[src/design/r2sa_pkg.sv]
package r2sa_pkg;

   localparam int SAMPLE_W = 16;
   localparam int COUNT_W  = 17;
   localparam int LIMB_W   = 17;
   localparam int RESID_W  = 49;
   localparam int SUM_W    = 33;
   localparam int SQSUM_W  = 47;
   localparam int WIDE_W   = 64;
   localparam int QUO_W    = 34;
   localparam int FRAC_W   = 17;
   localparam int DIV_STEPS = WIDE_W + FRAC_W;
   localparam int STEP_W   = 7;
   localparam int MUL_STEPS = 10;

   localparam logic [FRAC_W-1:0] SAT_WHOLE = 17'd40000;
   localparam logic signed [35:0] ONE_Q16 = 36'sd65536;
   localparam logic signed [35:0] R2_MIN  = -36'sd2147483648;

   localparam logic [1:0] STATUS_OK       = 2'd0;
   localparam logic [1:0] STATUS_ZERO_VAR = 2'd1;
   localparam logic [1:0] STATUS_OVERFLOW = 2'd2;

   typedef enum logic [2:0] {
      ST_IDLE,
      ST_SQ_DIFF,
      ST_SQ_ACT,
      ST_FIN,
      ST_MUL,
      ST_CHECK,
      ST_DIV_WAIT,
      ST_OUT
   } state_type;

   typedef struct packed {
      logic              done;
      logic              big;
      logic [QUO_W-1:0]  quo;
   } div_result_type;

endpackage

[src/design/r2sa_mac.sv]
module r2sa_mac import r2sa_pkg::*; (
   input  logic [LIMB_W-1:0] op_a,
   input  logic [LIMB_W-1:0] op_b,
   input  logic [1:0]        limb_shift,
   input  logic              subtract,
   input  logic [WIDE_W-1:0] acc,
   output logic [WIDE_W-1:0] sum
);

   logic [2*LIMB_W-1:0] product;
   logic [WIDE_W-1:0]   addend;

   assign product = op_a * op_b;

   always_comb begin
      case (limb_shift)
         2'd0: addend = WIDE_W'(product);
         2'd1: addend = WIDE_W'(product) << LIMB_W;
         2'd2: addend = WIDE_W'(product) << (2 * LIMB_W);
         2'd3: addend = WIDE_W'(product) << (3 * LIMB_W);
         default: addend = WIDE_W'(product);
      endcase
   end

   assign sum = subtract ? acc - addend : acc + addend;

endmodule

[src/design/r2sa_divider.sv]
module r2sa_divider import r2sa_pkg::*; (
   input  logic                 clock,
   input  logic                 reset,
   input  logic                 start,
   input  logic [WIDE_W-1:0]    dividend,
   input  logic [WIDE_W-1:0]    divisor,
   output div_result_type       result
);

   logic                busy_ff, busy_in;
   logic                done_ff, done_in;
   logic [STEP_W-1:0]   iter_ff, iter_in;
   logic [WIDE_W-1:0]   rem_ff, rem_in;
   logic [WIDE_W-1:0]   dvd_ff, dvd_in;
   logic [WIDE_W-1:0]   dsr_ff, dsr_in;
   logic [QUO_W-1:0]    quo_ff, quo_in;
   logic                big_ff, big_in;
   logic [WIDE_W-1:0]   rem_shift;
   logic                fits;

   assign rem_shift = {rem_ff[WIDE_W-2:0], dvd_ff[WIDE_W-1]};
   assign fits = rem_shift >= dsr_ff;

   always_comb begin
      busy_in = busy_ff;
      done_in = 1'b0;
      iter_in = iter_ff;
      rem_in  = rem_ff;
      dvd_in  = dvd_ff;
      dsr_in  = dsr_ff;
      quo_in  = quo_ff;
      big_in  = big_ff;
      if (start) begin
         busy_in = 1'b1;
         iter_in = '0;
         rem_in  = '0;
         dvd_in  = dividend;
         dsr_in  = divisor;
         quo_in  = '0;
         big_in  = 1'b0;
      end else if (busy_ff) begin
         rem_in = fits ? rem_shift - dsr_ff : rem_shift;
         dvd_in = {dvd_ff[WIDE_W-2:0], 1'b0};
         quo_in = {quo_ff[QUO_W-2:0], fits};
         big_in = big_ff | quo_ff[QUO_W-1];
         iter_in = iter_ff + 1'b1;
         if (iter_ff == STEP_W'(DIV_STEPS - 1)) begin
            busy_in = 1'b0;
            done_in = 1'b1;
         end
      end
   end

   always_ff @(posedge clock) begin
      if (reset) begin
         busy_ff <= 1'b0;
         done_ff <= 1'b0;
         iter_ff <= '0;
      end else begin
         busy_ff <= busy_in;
         done_ff <= done_in;
         iter_ff <= iter_in;
      end
      rem_ff <= rem_in;
      dvd_ff <= dvd_in;
      dsr_ff <= dsr_in;
      quo_ff <= quo_in;
      big_ff <= big_in;
   end

   assign result = '{done: done_ff, big: big_ff, quo: quo_ff};

endmodule

[src/design/r2_score_accumulator.sv]
// a pair is accepted, then its squared difference and its squared actual are added
// all pairs share one 17x17 multiply-add; no new pair is taken until the last is through
// a last pair adds 10 multiply-add steps, one check and 81 divider iterations
// (all skipped on overflow, divider on zero variance), then waits for the result port
// reset clears all sums, the pair count, the overflow flag and the result beat
module r2_score_accumulator import r2sa_pkg::*; #(
   parameter int MAX_SAMPLES = 65536,
   parameter int SAMPLE_BITS = 16
) (
   input  logic        clock,
   input  logic        reset,
   input  logic        req_tvalid,
   output logic        req_tready,
   input  logic [31:0] req_tdata,   // actual [15:0], predicted [31:16]
   input  logic        req_tlast,
   output logic        rsp_tvalid,
   input  logic        rsp_tready,
   output logic [31:0] rsp_tdata,   // r2 [31:0]
   output logic [1:0]  rsp_tuser    // status [1:0]
);

   localparam logic [SAMPLE_W-1:0] SampleMask = SAMPLE_W'((33'd1 << SAMPLE_BITS) - 33'd1);
   localparam logic [SAMPLE_W-1:0] SampleSign = SAMPLE_W'(33'd1 << (SAMPLE_BITS - 1));
   localparam logic [COUNT_W-1:0]  CountFull  = COUNT_W'(MAX_SAMPLES);

   state_type                 state_ff, state_in;
   logic [LIMB_W-1:0]         mag_d_ff, mag_d_in;
   logic signed [LIMB_W-1:0]  act_ff, act_in;
   logic                      last_ff, last_in;
   logic [RESID_W-1:0]        resid_ff, resid_in;
   logic signed [SUM_W-1:0]   sum_ff, sum_in;
   logic [SQSUM_W-1:0]        sqsum_ff, sqsum_in;
   logic [COUNT_W-1:0]        count_ff, count_in;
   logic                      ovf_ff, ovf_in;
   logic [3:0]                step_ff, step_in;
   logic [WIDE_W-1:0]         num_ff, num_in;
   logic [WIDE_W-1:0]         den_ff, den_in;
   logic                      rsp_valid_ff, rsp_valid_in;
   logic [31:0]               rsp_r2_ff, rsp_r2_in;
   logic [1:0]                rsp_status_ff, rsp_status_in;

   logic [SAMPLE_W-1:0]       act_raw, pred_raw;
   logic signed [LIMB_W-1:0]  act_val, pred_val;
   logic signed [LIMB_W:0]    diff;
   logic [LIMB_W-1:0]         act_mag;
   logic [31:0]               sum_mag;
   logic [3*LIMB_W-1:0]       resid_pad, sqsum_pad;
   logic [2*LIMB_W-1:0]       sum_pad;
   logic [LIMB_W-1:0]         mac_a, mac_b;
   logic [1:0]                mac_shift;
   logic                      mac_sub;
   logic [WIDE_W-1:0]         mac_acc, mac_sum;
   logic                      div_start;
   div_result_type            div_res;
   logic [FRAC_W-1:0]         whole;
   logic [QUO_W-1:0]          q_round;
   logic signed [35:0]        r2_wide;
   logic [31:0]               r2_val;
   logic                      accepted;

   assign act_raw  = req_tdata[15:0] & SampleMask;
   assign pred_raw = req_tdata[31:16] & SampleMask;
   assign act_val  = $signed({1'b0, act_raw ^ SampleSign}) - $signed({1'b0, SampleSign});
   assign pred_val = $signed({1'b0, pred_raw ^ SampleSign}) - $signed({1'b0, SampleSign});
   assign diff     = {act_val[LIMB_W-1], act_val} - {pred_val[LIMB_W-1], pred_val};

   assign act_mag   = act_ff[LIMB_W-1] ? LIMB_W'(-act_ff) : act_ff;
   assign sum_mag   = sum_ff[SUM_W-1] ? 32'(-sum_ff) : 32'(sum_ff);
   assign resid_pad = (3*LIMB_W)'(resid_ff);
   assign sqsum_pad = (3*LIMB_W)'(sqsum_ff);
   assign sum_pad   = (2*LIMB_W)'(sum_mag);

   assign req_tready = (state_ff == ST_IDLE) && !reset;
   assign accepted   = req_tvalid && req_tready;

   // operand selection for the shared multiply-add
   always_comb begin
      mac_a     = '0;
      mac_b     = '0;
      mac_shift = 2'd0;
      mac_sub   = 1'b0;
      mac_acc   = den_ff;
      case (state_ff)
         ST_SQ_DIFF: begin
            mac_a   = mag_d_ff;
            mac_b   = mag_d_ff;
            mac_acc = WIDE_W'(resid_ff);
         end
         ST_SQ_ACT: begin
            mac_a   = act_mag;
            mac_b   = act_mag;
            mac_acc = WIDE_W'(sqsum_ff);
         end
         ST_MUL: begin
            case (step_ff)
               4'd0: begin
                  mac_a = count_ff; mac_b = resid_pad[0 +: LIMB_W];
                  mac_shift = 2'd0; mac_acc = num_ff;
               end
               4'd1: begin
                  mac_a = count_ff; mac_b = resid_pad[LIMB_W +: LIMB_W];
                  mac_shift = 2'd1; mac_acc = num_ff;
               end
               4'd2: begin
                  mac_a = count_ff; mac_b = resid_pad[2*LIMB_W +: LIMB_W];
                  mac_shift = 2'd2; mac_acc = num_ff;
               end
               4'd3: begin
                  mac_a = count_ff; mac_b = sqsum_pad[0 +: LIMB_W];
                  mac_shift = 2'd0;
               end
               4'd4: begin
                  mac_a = count_ff; mac_b = sqsum_pad[LIMB_W +: LIMB_W];
                  mac_shift = 2'd1;
               end
               4'd5: begin
                  mac_a = count_ff; mac_b = sqsum_pad[2*LIMB_W +: LIMB_W];
                  mac_shift = 2'd2;
               end
               4'd6: begin
                  mac_a = sum_pad[0 +: LIMB_W]; mac_b = sum_pad[0 +: LIMB_W];
                  mac_shift = 2'd0; mac_sub = 1'b1;
               end
               4'd7: begin
                  mac_a = sum_pad[0 +: LIMB_W]; mac_b = sum_pad[LIMB_W +: LIMB_W];
                  mac_shift = 2'd1; mac_sub = 1'b1;
               end
               4'd8: begin
                  mac_a = sum_pad[LIMB_W +: LIMB_W]; mac_b = sum_pad[0 +: LIMB_W];
                  mac_shift = 2'd1; mac_sub = 1'b1;
               end
               4'd9: begin
                  mac_a = sum_pad[LIMB_W +: LIMB_W]; mac_b = sum_pad[LIMB_W +: LIMB_W];
                  mac_shift = 2'd2; mac_sub = 1'b1;
               end
               default: begin
                  mac_a = '0;
               end
            endcase
         end
         default: begin
            mac_a = '0;
         end
      endcase
   end

   r2sa_mac u_mac (
      .op_a       (mac_a),
      .op_b       (mac_b),
      .limb_shift (mac_shift),
      .subtract   (mac_sub),
      .acc        (mac_acc),
      .sum        (mac_sum)
   );

   r2sa_divider u_divider (
      .clock    (clock),
      .reset    (reset),
      .start    (div_start),
      .dividend (num_ff),
      .divisor  (den_ff),
      .result   (div_res)
   );

   // rounding and saturation of the quotient
   assign whole   = div_res.quo[QUO_W-1:FRAC_W];
   assign q_round = QUO_W'(({1'b0, div_res.quo} + (QUO_W+1)'(1)) >> 1);
   assign r2_wide = ONE_Q16 - $signed({2'b00, q_round});
   assign r2_val  = (div_res.big || whole > SAT_WHOLE || r2_wide < R2_MIN) ?
                    32'(R2_MIN) : 32'(r2_wide);

   always_comb begin
      state_in      = state_ff;
      mag_d_in      = mag_d_ff;
      act_in        = act_ff;
      last_in       = last_ff;
      resid_in      = resid_ff;
      sum_in        = sum_ff;
      sqsum_in      = sqsum_ff;
      count_in      = count_ff;
      ovf_in        = ovf_ff;
      step_in       = step_ff;
      num_in        = num_ff;
      den_in        = den_ff;
      rsp_valid_in  = rsp_valid_ff && !rsp_tready;
      rsp_r2_in     = rsp_r2_ff;
      rsp_status_in = rsp_status_ff;
      div_start     = 1'b0;
      case (state_ff)
         ST_IDLE: begin
            if (accepted) begin
               mag_d_in = diff[LIMB_W] ? LIMB_W'(-diff) : LIMB_W'(diff);
               act_in   = act_val;
               last_in  = req_tlast;
               if (count_ff < CountFull) begin
                  state_in = ST_SQ_DIFF;
               end else begin
                  ovf_in   = 1'b1;
                  state_in = req_tlast ? ST_FIN : ST_IDLE;
               end
            end
         end
         ST_SQ_DIFF: begin
            resid_in = RESID_W'(mac_sum);
            state_in = ST_SQ_ACT;
         end
         ST_SQ_ACT: begin
            sqsum_in = SQSUM_W'(mac_sum);
            sum_in   = sum_ff + SUM_W'(act_ff);
            count_in = count_ff + 1'b1;
            state_in = last_ff ? ST_FIN : ST_IDLE;
         end
         ST_FIN: begin
            num_in  = '0;
            den_in  = '0;
            step_in = '0;
            state_in = ovf_ff ? ST_OUT : ST_MUL;
         end
         ST_MUL: begin
            if (step_ff < 4'd3) begin
               num_in = mac_sum;
            end else begin
               den_in = mac_sum;
            end
            step_in = step_ff + 1'b1;
            if (step_ff == 4'(MUL_STEPS - 1)) begin
               state_in = ST_CHECK;
            end
         end
         ST_CHECK: begin
            if (den_ff == '0) begin
               state_in = ST_OUT;
            end else begin
               div_start = 1'b1;
               state_in  = ST_DIV_WAIT;
            end
         end
         ST_DIV_WAIT: begin
            if (div_res.done) begin
               state_in = ST_OUT;
            end
         end
         ST_OUT: begin
            if (!rsp_valid_ff || rsp_tready) begin
               rsp_valid_in = 1'b1;
               if (ovf_ff) begin
                  rsp_status_in = STATUS_OVERFLOW;
                  rsp_r2_in     = '0;
               end else if (den_ff == '0) begin
                  rsp_status_in = STATUS_ZERO_VAR;
                  rsp_r2_in     = '0;
               end else begin
                  rsp_status_in = STATUS_OK;
                  rsp_r2_in     = r2_val;
               end
               resid_in = '0;
               sum_in   = '0;
               sqsum_in = '0;
               count_in = '0;
               ovf_in   = 1'b0;
               state_in = ST_IDLE;
            end
         end
         default: begin
            state_in = ST_IDLE;
         end
      endcase
   end

   always_ff @(posedge clock) begin
      if (reset) begin
         state_ff     <= ST_IDLE;
         resid_ff     <= '0;
         sum_ff       <= '0;
         sqsum_ff     <= '0;
         count_ff     <= '0;
         ovf_ff       <= 1'b0;
         step_ff      <= '0;
         rsp_valid_ff <= 1'b0;
      end else begin
         state_ff     <= state_in;
         resid_ff     <= resid_in;
         sum_ff       <= sum_in;
         sqsum_ff     <= sqsum_in;
         count_ff     <= count_in;
         ovf_ff       <= ovf_in;
         step_ff      <= step_in;
         rsp_valid_ff <= rsp_valid_in;
      end
      mag_d_ff      <= mag_d_in;
      act_ff        <= act_in;
      last_ff       <= last_in;
      num_ff        <= num_in;
      den_ff        <= den_in;
      rsp_r2_ff     <= rsp_r2_in;
      rsp_status_ff <= rsp_status_in;
   end

   assign rsp_tvalid = rsp_valid_ff;
   assign rsp_tdata  = rsp_r2_ff;
   assign rsp_tuser  = rsp_status_ff;

   assert property (@(posedge clock) disable iff (reset)
      $rose(rsp_tvalid) |-> $past(state_ff == ST_OUT))
      else $error("result beat raised outside the output step");

   assert property (@(posedge clock) disable iff (reset)
      rsp_tvalid && rsp_tuser != STATUS_OK |-> rsp_tdata == '0)
      else $error("error status with nonzero r2");

   assert property (@(posedge clock) disable iff (reset)
      rsp_tvalid && rsp_tuser == STATUS_OK |-> $signed(rsp_tdata) <= 32'sd65536)
      else $error("r2 above one");

   assert property (@(posedge clock) disable iff (reset)
      count_ff <= CountFull)
      else $error("pair count beyond capacity");

   assert property (@(posedge clock) disable iff (reset)
      div_start |-> den_ff != '0)
      else $error("divider started with zero divisor");

endmodule

[config.mk]
export PLATFORM = sky130hd
export DESIGN_NAME = r2_score_accumulator
export DESIGN_NICKNAME = d
export VERILOG_FILES = /design/src/design/r2sa_pkg.sv /design/src/design/r2sa_mac.sv /design/src/design/r2sa_divider.sv /design/src/design/r2_score_accumulator.sv
export SDC_FILE = /design/constraint.sdc
export NUM_CORES = 2
export LEC_CHECK = 0
export ABC_AREA = 1
export BUFFER_PORTS_ARGS = -buffer_cell sky130_fd_sc_hd__buf_2
export CAP_MARGIN = 20
export CORE_MARGIN = 5
export CORE_UTILIZATION = 57
export DETAILED_ROUTE_END_ITERATION = 7
export HOLD_SLACK_MARGIN = 0.05
export PLACE_DENSITY = 0.76
export SYNTH_ARGS = -nofsm -noshare
export SYNTH_HDL_FRONTEND = slang
export SYNTH_HIERARCHICAL = 1
export SYNTH_SLANG_ARGS = --single-unit
export TNS_END_PERCENT = 30
[constraint.sdc]
create_clock -name clock -period 11.8 [get_ports clock]
set_input_delay 0.59 -clock clock [delete_from_list [all_inputs] [get_ports clock]]
set_output_delay 0.59 -clock clock [all_outputs]
set_load 0.05 [all_outputs]
After elaboration in Yosys (flattened, before gate mapping)
Cells that the tools add are included.

Bits in registers: 587. Input bits: 37. Output and inout bits: 36. Logic and storage cells: 170.

$add $sub $neg: 15. Multipliers: 1. $lt $le $gt $ge: 5. Equal/unequal tests: 27. Muxes and demuxes: 55. Bitwise operators: 4. Reductions and logical operators: 39.

Operator list (number): $mux W64 (6); $pmux W64 S2 (2); $pmux W64 S4 (1); $pmux W64 S3 (1); $pmux W17 S3 (3); $pmux W17 S8 (1); $pmux W49 S2 (1); $pmux W47 S2 (1); $pmux W33 S2 (1); $add A64 B64 Y64 (1); $ge A64 B64 Y1 (1); $logic_not A64 Y1 (1); $mux W32 (2); $sub A64 B64 Y64 (1); $mux W63 (1); $sub A63 B63 Y63 (1); $mux W17 (3); $mux W49 (1); $mux W47 (1); $add A34 B1 Y35 const B (1); $lt A35 B32 Y1 const B (1); $sub A17 B34 Y35 const A (1); $mul A17 B17 Y34 (1); $neg A17 Y17 (2); other kinds (46) (110).

Longest topological paths before layout
Word-level depth: 10. Gate-level depth with buffers: 69. Mapped depth without buffers: 67.

By module
Netlist, hierarchy kept.

Modules (own cells, without submodules): r2_score_accumulator (times used 1, cells each 2940, area an instance 21674.5 µm², sequential area each 8988.6 µm²); r2sa_mac (times used 1, cells each 2901, area an instance 17614.4 µm², sequential area each 0.0 µm²); r2sa_divider (times used 1, cells each 2364, area an instance 15593.7 µm², sequential area each 5985.7 µm²).

Worst setup path before layout
Ideal clock, no wire load.

Path kind: reg2reg. Start: register sum_ff[1]. End: register den_ff[62], data pin. Library setup time: 269 ps. Arrival time: 9308 ps. Required time: 11531 ps. Setup slack: 2223 ps. Cell stages (with the launch flop): 64. Path buffers: 2. Period minus slack after synthesis: 9577 ps. Path through: dfxtp_1 inv_1 nand3_1 nor2_1 nand2_1 nor3_1 nand2_1 nor2_1 nand3_1 nand2_1 xor2_1 nand2_1 nand3_1 nand2_1 nand2_1 clkbuf_1 clkbuf_1 nand2_1 [28 not listed] nand2_1 nand2_1 nand2_1 inv_1 ha_1 nand2_1 nor2_1 inv_1 nor4_1 nand3_1 nand3_1 nand2_1 o211ai_1 nand2_1 nand3_1 nand2_1 inv_1 nor2_1.

Word-level cells in the longest chain between the ends: 10. Elaborated cells between the ends (all ways): 13. Classes of those cells: add/sub: 3; mul: 1; mux: 9.

Ends and longest elaborated chain: start: declaration (RTL line r2_score_accumulator.sv:31) `logic signed [SUM_W-1:0] sum_ff, sum_in;`; start signal: assignment (RTL line r2_score_accumulator.sv:283) `sum_ff <= sum_in;`; $neg A32 Y32 * (RTL line r2_score_accumulator.sv:68) `assign sum_mag = sum_ff[SUM_W-1] ? 32'(-sum_ff) : 32'(sum_ff);`; $mux W32 * (RTL line r2_score_accumulator.sv:68); $pmux W17 S3 * (RTL line r2_score_accumulator.sv:95) `case (step_ff)`; $pmux W17 S3 * (RTL line r2_score_accumulator.sv:83) `case (state_ff)`; net mac_a[6] (RTL line r2_score_accumulator.sv:49) `logic [LIMB_W-1:0] mac_a, mac_b;`; $mul A17 B17 Y34 * (RTL line r2sa_mac.sv:13) `assign product = op_a * op_b;`; $pmux W64 S4 * (RTL line r2sa_mac.sv:16) `case (limb_shift)`; $add A64 B64 Y64 or $sub A64 B64 Y64 (tied branches) (RTL line r2sa_mac.sv:25) `assign sum = subtract ? acc - addend : acc + addend;`; $mux W64 * (RTL line r2sa_mac.sv:25); net mac_sum[62] (RTL line r2_score_accumulator.sv:52) `logic [WIDE_W-1:0] mac_acc, mac_sum;`; $mux W64 * (RTL line r2_score_accumulator.sv:220) `if (step_ff < 4'd3) begin`; $pmux W64 S2 * (RTL line r2_score_accumulator.sv:189) `case (state_ff)`; net den_in[62] (RTL line r2_score_accumulator.sv:37) `logic [WIDE_W-1:0] den_ff, den_in;`; end signal: assignment (RTL line r2_score_accumulator.sv:294) `den_ff <= den_in;`; end: declaration (RTL line r2_score_accumulator.sv:37).

The timed path passes the listed nets; every way through them passes the cells marked *. The select of a mux whose other input is x is not followed. A chain may end at the register's enable or synchronous reset.

Worst setup path after layout
Start: register step_ff[0]. End: register den_ff[36], data pin.

Word-level cells in the longest chain between the ends: 10. Elaborated cells between the ends (all ways): 40. Classes of those cells: add/sub: 2; mul: 1; eq/ne: 12; mux: 14; reduce/logical: 11.

Ends and longest elaborated chain: start: declaration (RTL line r2_score_accumulator.sv:35) `logic [3:0] step_ff, step_in;`; start signal: assignment (RTL line r2_score_accumulator.sv:287) `step_ff <= step_in;`; $eq A4 B3 Y1 (tied with other cells) (RTL line r2_score_accumulator.sv:95); $reduce_or A6 Y1 (no source line) or $reduce_or A2 Y1 (tied branches); $pmux W17 S3 * (RTL line r2_score_accumulator.sv:95); $pmux W17 S3 * (RTL line r2_score_accumulator.sv:83); net mac_a[7] (RTL line r2_score_accumulator.sv:49); $mul A17 B17 Y34 * (RTL line r2sa_mac.sv:13); $pmux W64 S4 * (RTL line r2sa_mac.sv:16); $add A64 B64 Y64 or $sub A64 B64 Y64 (tied branches) (RTL line r2sa_mac.sv:25); $mux W64 * (RTL line r2sa_mac.sv:25); net mac_sum[36] (RTL line r2_score_accumulator.sv:52); $mux W64 * (RTL line r2_score_accumulator.sv:220); $pmux W64 S2 * (RTL line r2_score_accumulator.sv:189); net den_in[36] (RTL line r2_score_accumulator.sv:37).

Marked as above.

==> reports/results.ini <==
[drt]
drtAntennaViolNets = 0
num_vias = 54700
drtPass1Iterations = 6
drt-wirelength-per-cell_um = 20.3
initialDrtViolationCount = 5817
avgViaCountPerCell = 5.67
wirelength_mm = 196
drc = 0

[critical_path]
path_delay_family = adder cells
reg2reg_to = den_ff[36]
crit_fanout = 9
critPathBufInv = 20
critPathKind = flip-flop to flip-flop
ff2ff_setup_slack_ns = 0.58
r2r_start = step_ff[0]
path_depth = 57
required_ns = 12.28
critPathCaptureType = flip-flop
cp-start-kind = flip-flop
r2r_cells = 57
cp.arrival_ns = 11.70
cpMostUsedCell = inv_1
cp_slowest_cell = fa_1
max_stage_delay_ns = 0.54

[logic_synthesis]
avgSynthCellArea_um2 = 6.69
seq_area_frac_synth_pct = 27.3
yosysTopAreaCell = edfxtp_1
syn-cell-area_um2 = 54900
synth.distinct_cells = 66
synth_cells = 8205
yosys_warnings = 6
async_flop_share_pct = 0
yosysMostFrequentCell = nand2_1
synth.net_count = 8766
ys_top_cells_by_count = nand2_1 (2,567), inv_1 (1,578), nor2_1 (638)
ys.flop_type = edfxtp_1
synth_top_area_share_pct = 17.7
synth-edff-count = 324
synth.area.top_cells = edfxtp_1 (18%), nand2_1 (18%), inv_1 (11%)
ys_ff_latch = 586

[clock_network]
cts_tree = built
path_clk_slew_ns = 0.09
clockBufferDepth = 3
cts_buffers = 69
clk_latency_ns = 0.67
cts.sinks = 586
clockRootBuffer = clkbuf_16
postCtsHoldBufs = 0
htreeDepth = 3

[place]
portBuffers = 72
dp_slack_ns = 0.138
place_area_um2 = 57500
place_congestion = 1.05
hpwl_mm = 157
place_inst = 9502

[power]
switchingPower_mw = 7.53
p_sw_share_pct = 51.9
p_leak_nw = 31.2
peakVddDrop_v = 0.000238
pwr_density_cell_nw_per_um2 = 242
power_frac_seq_pct = 17.0
internal_power_mw = 6.98
clockPowerShare_pct = 15.1
pwr-share-comb_pct = 67.9

[floorplan]
row_count = 113
die_area_um2 = 103000
die_y_um = 320
fp.coreArea_um2 = 95300
fp.dieW_um = 320
initial_core_util_pct = 57.6
boundaryPins = 73

[timing]
finalWorstSetupSlack_ns = 0.578
drv_slew = 0
finalCriticalPeriod_ns = 11.22
hold_viol = 0
setup_viol_count_final = 0
fin_crit_sh_pct = 95.1
worst_slew_pin_slew_ns = 1.21
maxSlewHeadroom_pct = 18.7
rsz0062_at_grt = yes
fin_skew_ns = 0.0398
fmax_ghz = 0.0891

[finish]
fin_nets = 8878
drive_above_1_share_pct = 7.91
final-instance-count-excl-fill = 9640
design_area_um2 = 60000
syn2layout_area_growth_pct = 9.37
post-route-util_pct = 63.0

[flow_run]
drv_cap = 0

[global_routing]
grt_usage_pct = 37.2
grt_max_degree = 163
antenna_found_initial = 1
gr-total-overflow = 0
grt_pass1_vias = 52100
grt_pass1_wl_mm = 299

[worst_hold_path]
min-delay-start = req_tdata[13]
min_path_type = input port to flip-flop
hold_end = act_ff[13]
whs_path_depth = 1

[outcome]
status = finished clean

-- cells in the final DEF, fill, tap and decap left out, types with 30 or more instances in the layout --
master,instances
xor2_1,151
nand2_2,52
nand3_1,462
o2111ai_1,50
o21ai_0,162
a21oi_1,431
nor2_1,627
edfxtp_1,324
clkbuf_16,72
buf_4,233
nor3_1,54
dfxtp_1,261
a31oi_1,37
fa_1,228
buf_2,71
ha_1,296
o22ai_1,43
nand3_2,30
inv_1,1574
nand4_1,138
inv_2,32
xnor2_1,68
nor2_2,64
nand2_1,2554
-- per-stage QoR --
stage / setup TNS [ns] / total power, mW / hold WS [ns]
2_1_floorplan: 0 / 7.67 / 0.426
3_3_place_gp: 0 / 12.0 / 0.448
3_5_place_dp: 0 / 11.9 / 0.451
4_1_cts: 0 / 14.2 / 0.0989
5_1_grt: -0.161 / 15.2 / 0.120
6_report: 0 / 14.5 / 0.137
-- what timing repair did --
action / 4_1_cts / 5_1_grt
buffers inserted: 0 / 9
setup endpoints to repair: 0 / 107
resized for setup: 0 / 34
-- final cells by class --
| type | count | area [um^2] |
|---|---|---|
| fillers | 8900 | 35300 |
| multi-input cells | 5737 | 32900 |
| flip-flops and latches | 586 | 15000 |
| inverters | 1616 | 6070 |
| repair buffers | 307 | 2160 |
| clock buffers | 101 | 2040 |
| well taps | 1265 | 1580 |
| clock inverters | 26 | 259 |
| diodes | 2 | 5.00 |
-- cell families (layout without fill, tap and decap cells) --
kind of cell / Yosys count / in the layout / share of synthesized area (%)
buffers and inverters: 1882 / 2050 / 13.1
other: 0 / 2 / 0
xor gates and xnor gates: 220 / 220 / 3.52
and+or+nand+nor: 4113 / 4113 / 31.7
DFF: 586 / 586 / 27.3
adders and majority gates: 524 / 524 / 15.1
AOI/OAI and AO/OA: 880 / 880 / 9.32
-- flip-flops by register name, indices dropped and copies added, names as in the netlist, 16 cells and up --
| register | flops |
|---|---|
| u_divider/rem_ff | 63 |
| sqsum_ff | 47 |
| sum_ff | 33 |
| num_ff | 64 |
| den_ff | 64 |
| act_ff | 16 |
| u_divider/dvd_ff | 64 |
| u_divider/quo_ff | 34 |
| u_divider/dsr_ff | 64 |
| count_ff | 17 |
| rsp_tdata | 32 |
| mag_d_ff | 17 |
| resid_ff | 49 |
-- worst max path at each step --
stage	startpoint	end	slack [ns]
after CTS	step_ff[0]	den_ff[36]	0.10
after detailed placement	step_ff[0]	num_ff[36]	0.14
after global placement	step_ff[0]	den_ff[36]	0.17
after floorplan	sum_ff[1]	den_ff[62]	2.22
after global routing	step_ff[2]	den_ff[62]	-0.08
final	step_ff[0]	den_ff[36]	0.58
-- power by group through the flow --
stage	registers (mW)	logic, mW	clock network (mW)
floorplan	2.42	5.25	0
global placement	2.49	9.48	0
detailed placement	2.50	9.43	0
CTS	2.46	9.51	2.21
global route	2.47	10.5	2.30
finish	2.47	9.85	2.18
-- worst register-to-register path: cells and delay by family, from the launching register on --
family	cells	cell delay [ns]
AOI/OAI and AO/OA	4	0.85
xor gates and xnor gates	2	0.44
and+or+nand+nor	22	3.10
adders and majority gates	9	3.98
DFF	1	0.37
buffers and inverters	20	2.33
-- routing by layer --
metal | GRT usage, % | up-vias | part of all wire [%]
li1 | - | 26000 | -
met4 | 17.9 | 2 | 5.9
met1 | 49.3 | 25400 | 40
met2 | 58.7 | 2728 | 44
met3 | 7.65 | 532 | 9.8
met5 | 0.370 | - | 0.027
Note: power is estimated with default switching activity, not from simulation.
